===== config.mk =====
export PLATFORM = sky130hd
export DESIGN_NAME = line_position_pid_drive_unit_flat
export DESIGN_NICKNAME = d
export VERILOG_FILES = /design/src/rtl/lpd_pkg.sv /design/src/rtl/lpd_if.sv /design/src/rtl/line_position_pid_drive_unit.sv /design/src/rtl/lpd_ctrl.sv /design/src/rtl/lpd_datapath.sv /design/src/flat_wrapper.sv
export SDC_FILE = /design/constraint.sdc
export NUM_CORES = 2
export LEC_CHECK = 0
export ABC_AREA = 1
export BUFFER_PORTS_ARGS = -buffer_cell sky130_fd_sc_hd__buf_4
export CAP_MARGIN = 10
export CORE_ASPECT_RATIO = 2
export CORE_MARGIN = 10
export CORE_UTILIZATION = 67
export DETAILED_ROUTE_END_ITERATION = 7
export HOLD_SLACK_MARGIN = 0.03
export PLACE_DENSITY = 0.84
export SKIP_LAST_GASP = 1
export SYNTH_ARGS = -nofsm -noshare
export SYNTH_HDL_FRONTEND = slang
export SYNTH_SLANG_ARGS = --single-unit

===== constraint.sdc =====
create_clock -name clock -period 11.8 [get_ports clock]
set_clock_uncertainty 0.2 [all_clocks]
set_input_delay 1.77 -clock clock [delete_from_list [all_inputs] [get_ports clock]]
set_output_delay 1.77 -clock clock [all_outputs]
set_load 0.05 [all_outputs]

===== src/rtl/lpd_pkg.sv =====
`default_nettype none
// -----------------------------------------------------------------------------
// Line position PID drive package
// Shared types, constants and command/status structures.
// -----------------------------------------------------------------------------
package lpd_pkg;

   localparam int SampleWidth = 12;
   localparam int DutyWidth   = 15;
   localparam int ErrWidth    = 14;
   localparam int CsrAddrWidth = 3;
   localparam int CsrDataWidth = 12;

   localparam logic [11:0] InLow   = 12'd1700;
   localparam int          InSpan  = 2300;
   localparam logic [9:0]  OutFull = 10'd1000;
   localparam logic signed [15:0] IntegralLimit = 16'sd7680;
   localparam logic signed [13:0] LostError     = 14'sd6400;

   localparam logic [CsrAddrWidth-1:0] RegGainP    = 3'd0;
   localparam logic [CsrAddrWidth-1:0] RegGainI    = 3'd1;
   localparam logic [CsrAddrWidth-1:0] RegGainD    = 3'd2;
   localparam logic [CsrAddrWidth-1:0] RegDarkThr  = 3'd3;
   localparam logic [CsrAddrWidth-1:0] RegBaseDuty = 3'd4;
   localparam logic [CsrAddrWidth-1:0] RegFloor    = 3'd5;
   localparam logic [CsrAddrWidth-1:0] RegCeiling  = 3'd6;

   typedef enum logic [2:0] {
      ST_IDLE, ST_SCALE, ST_SUM, ST_DIV, ST_ERR, ST_MUL, ST_DRIVE, ST_OUT
   } state_type;

   typedef struct packed {
      logic load;
      logic scale;
      logic sum;
      logic div_start;
      logic div_step;
      logic err;
      logic mul;
      logic drive;
   } cmd_type;

   typedef struct packed {
      logic div_last;
   } status_type;

   // Scales a raw sample to 0..1000, that is floor(d*10/23), by multiplying
   // d*10 by floor(2^16/23) = 2849 and then correcting the estimate upwards
   // by one where the remainder shows it fell short.
   function automatic logic [9:0] scale_sample(input logic [11:0] raw);
      logic [11:0] d;
      logic [14:0] n;
      logic [26:0] prod;
      logic [10:0] q;
      logic [14:0] rem;
      logic [9:0]  v;
      d = raw - InLow;
      n = 15'(d) * 15'd10;
      v = 10'd0;
      if (raw > InLow) begin
         prod = 27'(n) * 27'd2849;
         q = prod[26:16];
         rem = n - 15'(q) * 15'd23;
         if (rem >= 15'd23) begin
            q = q + 11'd1;
         end
         v = (q > 11'(OutFull)) ? OutFull : q[9:0];
      end
      return v;
   endfunction

endpackage
`default_nettype wire


===== src/rtl/lpd_if.sv =====
`default_nettype none
// -----------------------------------------------------------------------------
// Line position PID drive channel interfaces
// Valid/ready channels for requests, results and register writes.
// -----------------------------------------------------------------------------
interface lpd_req_if;
   logic        valid;
   logic        ready;
   logic [11:0] sample_a;
   logic [11:0] sample_b;
   logic [11:0] sample_c;
   logic [11:0] sample_d;
   modport source (output valid, sample_a, sample_b, sample_c, sample_d, input ready);
   modport sink (input valid, sample_a, sample_b, sample_c, sample_d, output ready);
endinterface

interface lpd_rsp_if;
   logic               valid;
   logic               ready;
   logic        [14:0] left_duty;
   logic        [14:0] right_duty;
   logic signed [13:0] line_error;
   modport source (output valid, left_duty, right_duty, line_error, input ready);
   modport sink (input valid, left_duty, right_duty, line_error, output ready);
endinterface

interface lpd_csr_if;
   logic        valid;
   logic        ready;
   logic [2:0]  index;
   logic [11:0] data;
   modport source (output valid, index, data, input ready);
   modport sink (input valid, index, data, output ready);
endinterface
`default_nettype wire


===== src/rtl/line_position_pid_drive_unit.sv =====
`default_nettype none
// -----------------------------------------------------------------------------
// Line position PID drive unit
// Four reflectance samples in, left and right motor duty and line error out.
// -----------------------------------------------------------------------------
// Each request passes through the scale, sum, divide, error, multiply and drive steps
// before the result is offered; the 24-step restoring divider forms the centroid. One
// request is worked on at a time; the next is taken as the result is taken.
module line_position_pid_drive_unit (
   input wire logic clock,
   input wire logic reset,
   lpd_req_if.sink  req,
   lpd_rsp_if.source rsp,
   lpd_csr_if.sink  csr
);
   import lpd_pkg::*;

   cmd_type    cmd;
   status_type status;

   assign csr.ready = 1'b1;

   lpd_ctrl u_ctrl (
      .clock, .reset,
      .req_valid(req.valid), .req_ready(req.ready),
      .rsp_valid(rsp.valid), .rsp_ready(rsp.ready),
      .cmd, .status
   );

   lpd_datapath u_dp (
      .clock, .reset, .cmd, .status,
      .sample_a(req.sample_a), .sample_b(req.sample_b),
      .sample_c(req.sample_c), .sample_d(req.sample_d),
      .csr_we(csr.valid), .csr_index(csr.index), .csr_data(csr.data),
      .left_duty(rsp.left_duty), .right_duty(rsp.right_duty),
      .line_error(rsp.line_error)
   );
endmodule
`default_nettype wire


===== src/rtl/lpd_ctrl.sv =====
`default_nettype none
// -----------------------------------------------------------------------------
// Line position PID drive controller
// Sequences one request through the datapath and owns the handshakes.
// -----------------------------------------------------------------------------
module lpd_ctrl (
   input  wire logic           clock,
   input  wire logic           reset,
   input  wire logic           req_valid,
   output logic                req_ready,
   output logic                rsp_valid,
   input  wire logic           rsp_ready,
   output lpd_pkg::cmd_type    cmd,
   input  wire lpd_pkg::status_type status
);
   import lpd_pkg::*;

   state_type state_ff, state_in;

   always_ff @(posedge clock) begin
      if (reset) begin
         state_ff <= ST_IDLE;
      end else begin
         state_ff <= state_in;
      end
   end

   always_comb begin
      state_in  = state_ff;
      cmd       = '0;
      req_ready = 1'b0;
      rsp_valid = 1'b0;
      unique case (state_ff)
         ST_IDLE: begin
            req_ready = 1'b1;
            if (req_valid) begin
               cmd.load = 1'b1;
               state_in = ST_SCALE;
            end
         end
         ST_SCALE: begin
            cmd.scale = 1'b1;
            state_in  = ST_SUM;
         end
         ST_SUM: begin
            cmd.sum       = 1'b1;
            state_in      = ST_DIV;
         end
         ST_DIV: begin
            cmd.div_step = 1'b1;
            if (status.div_last) begin
               state_in = ST_ERR;
            end
         end
         ST_ERR: begin
            cmd.err  = 1'b1;
            state_in = ST_MUL;
         end
         ST_MUL: begin
            cmd.mul  = 1'b1;
            state_in = ST_DRIVE;
         end
         ST_DRIVE: begin
            cmd.drive = 1'b1;
            state_in  = ST_OUT;
         end
         ST_OUT: begin
            rsp_valid = 1'b1;
            req_ready = rsp_ready;
            if (rsp_ready) begin
               if (req_valid) begin
                  cmd.load = 1'b1;
                  state_in = ST_SCALE;
               end else begin
                  state_in = ST_IDLE;
               end
            end
         end
         default: state_in = ST_IDLE;
      endcase
      cmd.div_start = cmd.sum;
   end
endmodule
`default_nettype wire


===== src/rtl/lpd_datapath.sv =====
`default_nettype none
// -----------------------------------------------------------------------------
// Line position PID drive datapath
// Scaling, centroid sums, serial divider, PID terms and duty saturation.
// -----------------------------------------------------------------------------
module lpd_datapath (
   input  wire logic                clock,
   input  wire logic                reset,
   input  wire lpd_pkg::cmd_type    cmd,
   output lpd_pkg::status_type      status,
   input  wire logic [11:0]         sample_a,
   input  wire logic [11:0]         sample_b,
   input  wire logic [11:0]         sample_c,
   input  wire logic [11:0]         sample_d,
   input  wire logic                csr_we,
   input  wire logic [2:0]          csr_index,
   input  wire logic [11:0]         csr_data,
   output logic [14:0]              left_duty,
   output logic [14:0]              right_duty,
   output logic signed [13:0]       line_error
);
   import lpd_pkg::*;

   logic [11:0] gain_p_ff, gain_i_ff, gain_d_ff;
   logic [9:0]  dark_ff;
   logic [6:0]  base_ff, floor_ff, ceil_ff;
   logic [11:0] raw_ff [4];
   logic [9:0]  sc_ff [4];
   logic        seen_ff;
   logic [11:0] sum_ff;
   logic        neg_ff;
   logic [23:0] quo_ff;
   logic [23:0] rem_ff;
   logic [4:0]  cnt_ff;
   logic signed [15:0] last_ff, integ_ff;
   logic signed [13:0] err_ff;
   logic signed [15:0] diff_ff;
   logic signed [41:0] corr_ff;
   logic [14:0] left_ff, right_ff;

   always_ff @(posedge clock) begin
      if (reset) begin
         gain_p_ff <= 12'd256;
         gain_i_ff <= 12'd0;
         gain_d_ff <= 12'd384;
         dark_ff   <= 10'd400;
         base_ff   <= 7'd80;
         floor_ff  <= 7'd65;
         ceil_ff   <= 7'd95;
      end else if (csr_we) begin
         unique case (csr_index)
            RegGainP:    gain_p_ff <= csr_data;
            RegGainI:    gain_i_ff <= csr_data;
            RegGainD:    gain_d_ff <= csr_data;
            RegDarkThr:  dark_ff   <= csr_data[9:0];
            RegBaseDuty: base_ff   <= csr_data[6:0];
            RegFloor:    floor_ff  <= csr_data[6:0];
            RegCeiling:  ceil_ff   <= csr_data[6:0];
            default: ;
         endcase
      end
   end

   // Weighted sum magnitude, up to 4000.
   logic signed [14:0] wsum;
   logic [14:0]        wmag;
   logic [24:0]        trial;
   logic [24:0]        dividend;
   logic signed [14:0] qs;
   logic signed [13:0] err_new;
   logic signed [16:0] integ_sum;
   logic signed [15:0] integ_new;
   logic signed [42:0] lv, rv, lo, hi;

   always_comb begin
      wsum = 15'sd3 * $signed({5'd0, sc_ff[0]}) + $signed({5'd0, sc_ff[1]})
           - $signed({5'd0, sc_ff[2]}) - 15'sd3 * $signed({5'd0, sc_ff[3]});
      wmag = wsum[14] ? 15'(-wsum) : wsum;
      dividend = 25'(wmag) * 25'd2560;
      trial = {rem_ff, quo_ff[23]} - {13'd0, sum_ff};
      qs = neg_ff ? -$signed(quo_ff[14:0]) : $signed(quo_ff[14:0]);
      if (!seen_ff) begin
         err_new = (last_ff > 16'sd0) ? LostError : -LostError;
      end else if (sum_ff == 12'd0) begin
         err_new = 14'sd0;
      end else begin
         err_new = qs[13:0];
      end
      integ_sum = 17'(integ_ff) + 17'(err_new);
      if (integ_sum > 17'(IntegralLimit)) begin
         integ_new = IntegralLimit;
      end else if (integ_sum < -17'(IntegralLimit)) begin
         integ_new = -IntegralLimit;
      end else begin
         integ_new = integ_sum[15:0];
      end
      lv = {1'b0, base_ff, 16'd0} - 43'(corr_ff);
      rv = {1'b0, base_ff, 16'd0} + 43'(corr_ff);
      lo = {20'd0, floor_ff, 16'd0};
      hi = {20'd0, ceil_ff, 16'd0};
   end

   function automatic logic [14:0] sat(input logic signed [42:0] v,
                                      input logic signed [42:0] l,
                                      input logic signed [42:0] h);
      logic signed [42:0] c;
      c = v;
      if (v < l) begin
         c = l;
      end else if (v > h) begin
         c = h;
      end
      return c[22:8];
   endfunction

   always_ff @(posedge clock) begin
      if (reset) begin
         last_ff  <= '0;
         integ_ff <= '0;
      end else if (cmd.err) begin
         last_ff  <= 16'(err_new);
         integ_ff <= integ_new;
      end
   end

   always_ff @(posedge clock) begin
      if (cmd.load) begin
         raw_ff[0] <= sample_a;
         raw_ff[1] <= sample_b;
         raw_ff[2] <= sample_c;
         raw_ff[3] <= sample_d;
      end
      if (cmd.scale) begin
         for (int i = 0; i < 4; i++) begin
            sc_ff[i] <= scale_sample(raw_ff[i]);
         end
      end
      if (cmd.sum) begin
         seen_ff <= (sc_ff[0] > dark_ff) || (sc_ff[1] > dark_ff)
                 || (sc_ff[2] > dark_ff) || (sc_ff[3] > dark_ff);
         sum_ff  <= 12'(sc_ff[0]) + 12'(sc_ff[1]) + 12'(sc_ff[2]) + 12'(sc_ff[3]);
         neg_ff  <= wsum[14];
         quo_ff  <= dividend[23:0];
         rem_ff  <= '0;
         cnt_ff  <= '0;
      end
      if (cmd.div_step) begin
         if (!trial[24]) begin
            rem_ff <= trial[23:0];
            quo_ff <= {quo_ff[22:0], 1'b1};
         end else begin
            rem_ff <= {rem_ff[22:0], quo_ff[23]};
            quo_ff <= {quo_ff[22:0], 1'b0};
         end
         cnt_ff <= cnt_ff + 5'd1;
      end
      if (cmd.err) begin
         err_ff  <= err_new;
         diff_ff <= 16'(err_new) - last_ff;
      end
      if (cmd.mul) begin
         corr_ff <= 42'($signed({1'b0, gain_p_ff}) * 42'(err_ff))
                  + 42'($signed({1'b0, gain_i_ff}) * 42'(integ_ff))
                  + 42'($signed({1'b0, gain_d_ff}) * 42'(diff_ff));
      end
      if (cmd.drive) begin
         left_ff  <= sat(lv, lo, hi);
         right_ff <= sat(rv, lo, hi);
      end
   end

   assign status.div_last = (cnt_ff == 5'd23);
   assign left_duty  = left_ff;
   assign right_duty = right_ff;
   assign line_error = err_ff;
endmodule
`default_nettype wire


===== src/flat_wrapper.sv =====
// flat-port wrapper written by rule: the top's interface ports become plain ports
module line_position_pid_drive_unit_flat import lpd_pkg::*;
  (clock, reset, req_valid, req_sample_a, req_sample_b, req_sample_c, req_sample_d, req_ready, rsp_valid, rsp_left_duty, rsp_right_duty, rsp_line_error, rsp_ready, csr_valid, csr_index, csr_data, csr_ready);
  lpd_req_if req_i ();
  lpd_rsp_if rsp_i ();
  lpd_csr_if csr_i ();
  input wire logic clock;
  input wire logic reset;
  input wire logic [$bits(req_i.valid)-1:0] req_valid;
  input wire logic [$bits(req_i.sample_a)-1:0] req_sample_a;
  input wire logic [$bits(req_i.sample_b)-1:0] req_sample_b;
  input wire logic [$bits(req_i.sample_c)-1:0] req_sample_c;
  input wire logic [$bits(req_i.sample_d)-1:0] req_sample_d;
  output wire logic [$bits(req_i.ready)-1:0] req_ready;
  output wire logic [$bits(rsp_i.valid)-1:0] rsp_valid;
  output wire logic [$bits(rsp_i.left_duty)-1:0] rsp_left_duty;
  output wire logic [$bits(rsp_i.right_duty)-1:0] rsp_right_duty;
  output wire logic [$bits(rsp_i.line_error)-1:0] rsp_line_error;
  input wire logic [$bits(rsp_i.ready)-1:0] rsp_ready;
  input wire logic [$bits(csr_i.valid)-1:0] csr_valid;
  input wire logic [$bits(csr_i.index)-1:0] csr_index;
  input wire logic [$bits(csr_i.data)-1:0] csr_data;
  output wire logic [$bits(csr_i.ready)-1:0] csr_ready;
  assign req_i.valid = req_valid;
  assign req_i.sample_a = req_sample_a;
  assign req_i.sample_b = req_sample_b;
  assign req_i.sample_c = req_sample_c;
  assign req_i.sample_d = req_sample_d;
  assign req_ready = req_i.ready;
  assign rsp_valid = rsp_i.valid;
  assign rsp_left_duty = rsp_i.left_duty;
  assign rsp_right_duty = rsp_i.right_duty;
  assign rsp_line_error = rsp_i.line_error;
  assign rsp_i.ready = rsp_ready;
  assign csr_i.valid = csr_valid;
  assign csr_i.index = csr_index;
  assign csr_i.data = csr_data;
  assign csr_ready = csr_i.ready;
  line_position_pid_drive_unit u_core (.clock(clock), .reset(reset), .req(req_i), .rsp(rsp_i), .csr(csr_i));
endmodule

==> summary by stage <==
STA
In this run the tightest slew margin relative to its limit is a little over an eighth. The final worst slack is 616 ps. The hold violation total from the final report is 0. The max-slew violation count is 0. The total of endpoints with negative setup slack in the final report is 0. The upper clock frequency limit is between 80 and 90 MHz.

At the pin with the least slew margin, the transition time is around 1300 ps. The final critical path takes up between 90% and 100% of the cycle. The worst path needs approximately 11000 ps of the cycle, external delays included.

Setup path
Measured in cells, the most critical reg-to-reg path has a length of 58. For this design, the slowest cell found on the critical path is sky130_fd_sc_hd__fa_1. The data arrival time at the worst-slack endpoint is 11360 ps.

STA classifies the critical path startpoint as a flop. The top fanout value on the critical path is 11. The startpoint of the worst register-to-register path is u_core.u_dp.raw_ff[3][2]. For this run, the slowest stage of the critical path takes about 540 ps.

The sort of element at the end of the critical path is a flop. The worst setup path is of the flop to flop kind. The endpoint identified for the worst register-to-register timing path is u_core.u_dp.sc_ff[3][3]. The most frequent cell on the critical path is sky130_fd_sc_hd__inv_1. The worst path required time is about 12000 ps. The setup slack of the most critical reg-to-reg path is just over 600 ps.

Place
The count of buffers inserted at the top-level ports is about 110. The congestion estimate from routability-driven global placement came to 1.02. The HPWL after detailed placement is 152000 µm.

The worst setup timing slack at the placement stage is between 30 and 40 ps.

Drt
The final wirelength is approximately 190000 µm. The residual antenna-violating net count after detailed routing is 0. The average routed wire per standard cell is a little over 20 µm. The first-pass iteration count of the detailed router is 8. The mean number of vias per cell is slightly below 6. The via count is between 50000 and 60000. In the routed design, unresolved DRC markers number 2. The detailed router finished its first iteration with ~3300 violations.

Floorplan
The boundary pin count is approximately 120. The effective utilization at floorplan is 67.6%. From left edge to right edge, the die measures between 200 and 250 µm.

The overall die height is between 400 and 500 µm. The floorplan has 159 rows. The core region area is 94100 µm². The overall die area is around 110000 µm².

Worst hold path
The path with the worst hold slack has its endpoint at u_core.u_dp.last_ff[5]. The hold path startpoint is u_core.u_dp.last_ff[5]. The worst min-delay path class is flop to flop. Counting instances, the worst hold path has a depth of 2.

Layout
The commonest non-fill, non-tap cell in the layout is sky130_fd_sc_hd__inv_1. The area growth from synthesis to layout is 5.93%. Leaving out fill and tap cells, the most frequent cells in the layout are sky130_fd_sc_hd__inv_1 (2075), sky130_fd_sc_hd__nand2_1 (1604), sky130_fd_sc_hd__ha_1 (888). The post-route netlist has 4.63% of its cells at a drive strength greater than 1.

After the last flow step, the layout net total stands at 9806.

CTS
In this run the clock root is driven by a sky130_fd_sc_hd__clkbuf_16. The count of hold-fix buffers inserted at cts is 0. Clock latency on the worst-skew pair, taken at its later pin, is around 620 ps. The maximum level of the CTS H-tree is 2. The number of buffers created by CTS is 36. The maximum clock path buffer count is 3.

CTS saw 345 sinks. The CTS clock-pin slew for the worst setup and hold paths is 70 ps. TritonCTS built the clock tree.

GRT
The total global routing track utilization is between 30% and 40%. The global-route wire length before repair is ~300000 µm. The total congestion overflow is 0.

The number of antenna violations at the first check in global routing is 16. Entering global routing, the biggest net connects 54 pins. The via count of the first global-routing pass was about 57000.

Logic synthesis
The number of nets in the synthesized netlist is 9728. The number of flops mapped to enable cells by yosys is ~250. After synthesis, the cell types taking the most area are sky130_fd_sc_hd__fa_1 (28%), sky130_fd_sc_hd__ha_1 (17%), sky130_fd_sc_hd__inv_1 (12%). The synthesized cell area is between 60000 and 70000 µm². After synthesis the netlist holds a flip-flop and latch count of around 350. The cell accounting for the most synthesized area is sky130_fd_sc_hd__fa_1.

Summed over its instances, the top area cell type makes up between 20 and 30% of the synthesized netlist area. Synthesis produced 7895 cells. In the synthesized netlist the async set-or-reset flop fraction comes to 0%. The mean instance size in the synthesized netlist is slightly above 8 µm². The flip-flop cell with the highest count after synthesis is sky130_fd_sc_hd__edfxtp_1. The synthesized netlist contains 66 unique library cells. The number of warnings issued by yosys is 0. Of the synthesized area, sequential elements account for between 10% and 20%.

Run status
The final reports fail on DRC. The run finished, with violations left.

Job
Across the run, the number of max-cap violations was 0.
per-stage QoR:
stage                     TNS [ps]  instances  hold slack [ps]  util (%)  area, µm²
after floorplan                  0       7895              256         -      63600
after global placement           0       9134              270      70.0      65900
after detailed placement         0       9134              279      70.0      65900
after CTS                        0       9199              293      71.5      67200
after global routing          -432       9209              320      71.6      67400
final                            0       9211              291      71.6      67400
area by class of cell:
cell class | instances | area (µm²)
clock inverter | 26 | 385
clock buffer | 39 | 932
tap | 1207 | 1510
antenna | 4 | 10.0
sequential | 345 | 9360
inverter | 2089 | 7840
fill | 7283 | 26700
timing repair buffer | 180 | 1360
multi-input combinational | 5321 | 46000
cell families (layout without fill, tap and decap cells):
| kind of cell | Yosys count | after routing | share of synthesized area, % |
|---|---|---|---|
| flops | 345 | 345 | 14.7 |
| fa+ha+maj | 1765 | 1765 | 45.0 |
| simple gates | 2548 | 2548 | 16.6 |
| other cells | 1 | 5 | 0.00589 |
| xor+xnor | 302 | 302 | 4.20 |
| buf+inv | 2229 | 2334 | 13.2 |
| compound gates | 705 | 705 | 6.23 |
synth_stat cells, types with 6 or more instances:
| master | instances |
|---|---|
| sky130_fd_sc_hd__nand3_2 | 9 |
| sky130_fd_sc_hd__o21ai_0 | 200 |
| sky130_fd_sc_hd__clkbuf_1 | 128 |
| sky130_fd_sc_hd__a21oi_2 | 7 |
| sky130_fd_sc_hd__nand2_4 | 6 |
| sky130_fd_sc_hd__nor3_1 | 42 |
| sky130_fd_sc_hd__a211oi_1 | 14 |
| sky130_fd_sc_hd__nand2_1 | 1607 |
| sky130_fd_sc_hd__nor4_1 | 16 |
| sky130_fd_sc_hd__o211ai_1 | 14 |
| sky130_fd_sc_hd__nor2_1 | 455 |
| sky130_fd_sc_hd__inv_1 | 2077 |
| sky130_fd_sc_hd__a31oi_1 | 26 |
| sky130_fd_sc_hd__nand2_2 | 22 |
| sky130_fd_sc_hd__xor2_1 | 220 |
| sky130_fd_sc_hd__or2_2 | 12 |
| sky130_fd_sc_hd__nand3_1 | 252 |
| sky130_fd_sc_hd__a21oi_1 | 326 |
| sky130_fd_sc_hd__xnor2_1 | 78 |
| sky130_fd_sc_hd__dfxtp_1 | 100 |
| sky130_fd_sc_hd__a31o_2 | 7 |
| sky130_fd_sc_hd__ha_1 | 890 |
| sky130_fd_sc_hd__nand3b_1 | 10 |
| sky130_fd_sc_hd__o31ai_1 | 10 |
| sky130_fd_sc_hd__a21o_1 | 12 |
| sky130_fd_sc_hd__nor2_2 | 7 |
| sky130_fd_sc_hd__inv_2 | 9 |
| sky130_fd_sc_hd__o21ai_1 | 11 |
| sky130_fd_sc_hd__edfxtp_1 | 245 |
| sky130_fd_sc_hd__a21boi_0 | 9 |
| sky130_fd_sc_hd__o21bai_1 | 43 |
| sky130_fd_sc_hd__fa_1 | 875 |
| sky130_fd_sc_hd__and2_1 | 7 |
| sky130_fd_sc_hd__nand4_1 | 85 |
metal layers:
layer / wire [µm] / vias to the layer above / GRT usage, %
li1: - / 24200 / -
met1: 53700 / 25400 / 30.0
met2: 96900 / 2252 / 64.0
met3: 16000 / 1242 / 11.2
met4: 24600 / 20 / 37.8
met5: 227 / - / 0.814
flip-flops by register name, indices dropped and copies added, names as in the netlist:
register,cells
u_core.u_dp.floor_ff,7
u_core.u_dp.seen_ff,1
u_core.u_dp.diff_ff,15
u_core.u_dp.integ_ff,16
u_core.u_dp.sc_ff,40
u_core.u_dp.base_ff,7
u_core.u_dp.last_ff,14
u_core.u_dp.left_duty,15
u_core.u_dp.gain_d_ff,12
u_core.u_dp.right_duty,15
u_core.u_dp.quo_ff,24
u_core.u_dp.cnt_ff,5
u_core.u_dp.corr_ff,31
u_core.u_dp.line_error,14
u_core.u_dp.sum_ff,12
u_core.u_dp.raw_ff,48
u_core.u_dp.neg_ff,1
u_core.u_ctrl.state_ff,3
u_core.u_dp.rem_ff,24
u_core.u_dp.gain_i_ff,12
u_core.u_dp.dark_ff,10
u_core.u_dp.ceil_ff,7
u_core.u_dp.gain_p_ff,12
worst max-delay path: cells and delay by family, from the launching register on:
kind            cells  cell delay [ps]
xor+xnor            3              680
flops               1              420
simple gates       18             1560
compound gates      9             1890
buf+inv            16             1550
fa+ha+maj          12             4660
how the worst max path moves through the flow:
stage	from	end	slack, ps	depth (start not counted)
after floorplan	u_core.u_dp.raw_ff[3][2]	u_core.u_dp.sc_ff[3][0]	1640	50
after global placement	u_core.u_dp.raw_ff[3][2]	u_core.u_dp.sc_ff[3][9]	350	51
after detailed placement	u_core.u_dp.raw_ff[3][2]	u_core.u_dp.sc_ff[3][5]	40	51
after CTS	u_core.u_dp.raw_ff[3][2]	u_core.u_dp.sc_ff[3][5]	230	55
after global routing	u_core.u_dp.raw_ff[3][2]	u_core.u_dp.sc_ff[3][1]	-60	54
final	u_core.u_dp.raw_ff[3][2]	u_core.u_dp.sc_ff[3][3]	620	58
repair_timing:
action / 4_1_cts / 5_1_grt
setup buffers: 0 / 7
pin swaps: 0 / 5
gates resized for setup: 1 / 24
gates cloned: 0 / 0
endpoints found under the setup margin: 4 / 38
Power is not shown: default switching activity piles up to over one toggle a cycle in this logic, so the estimate is an artifact.
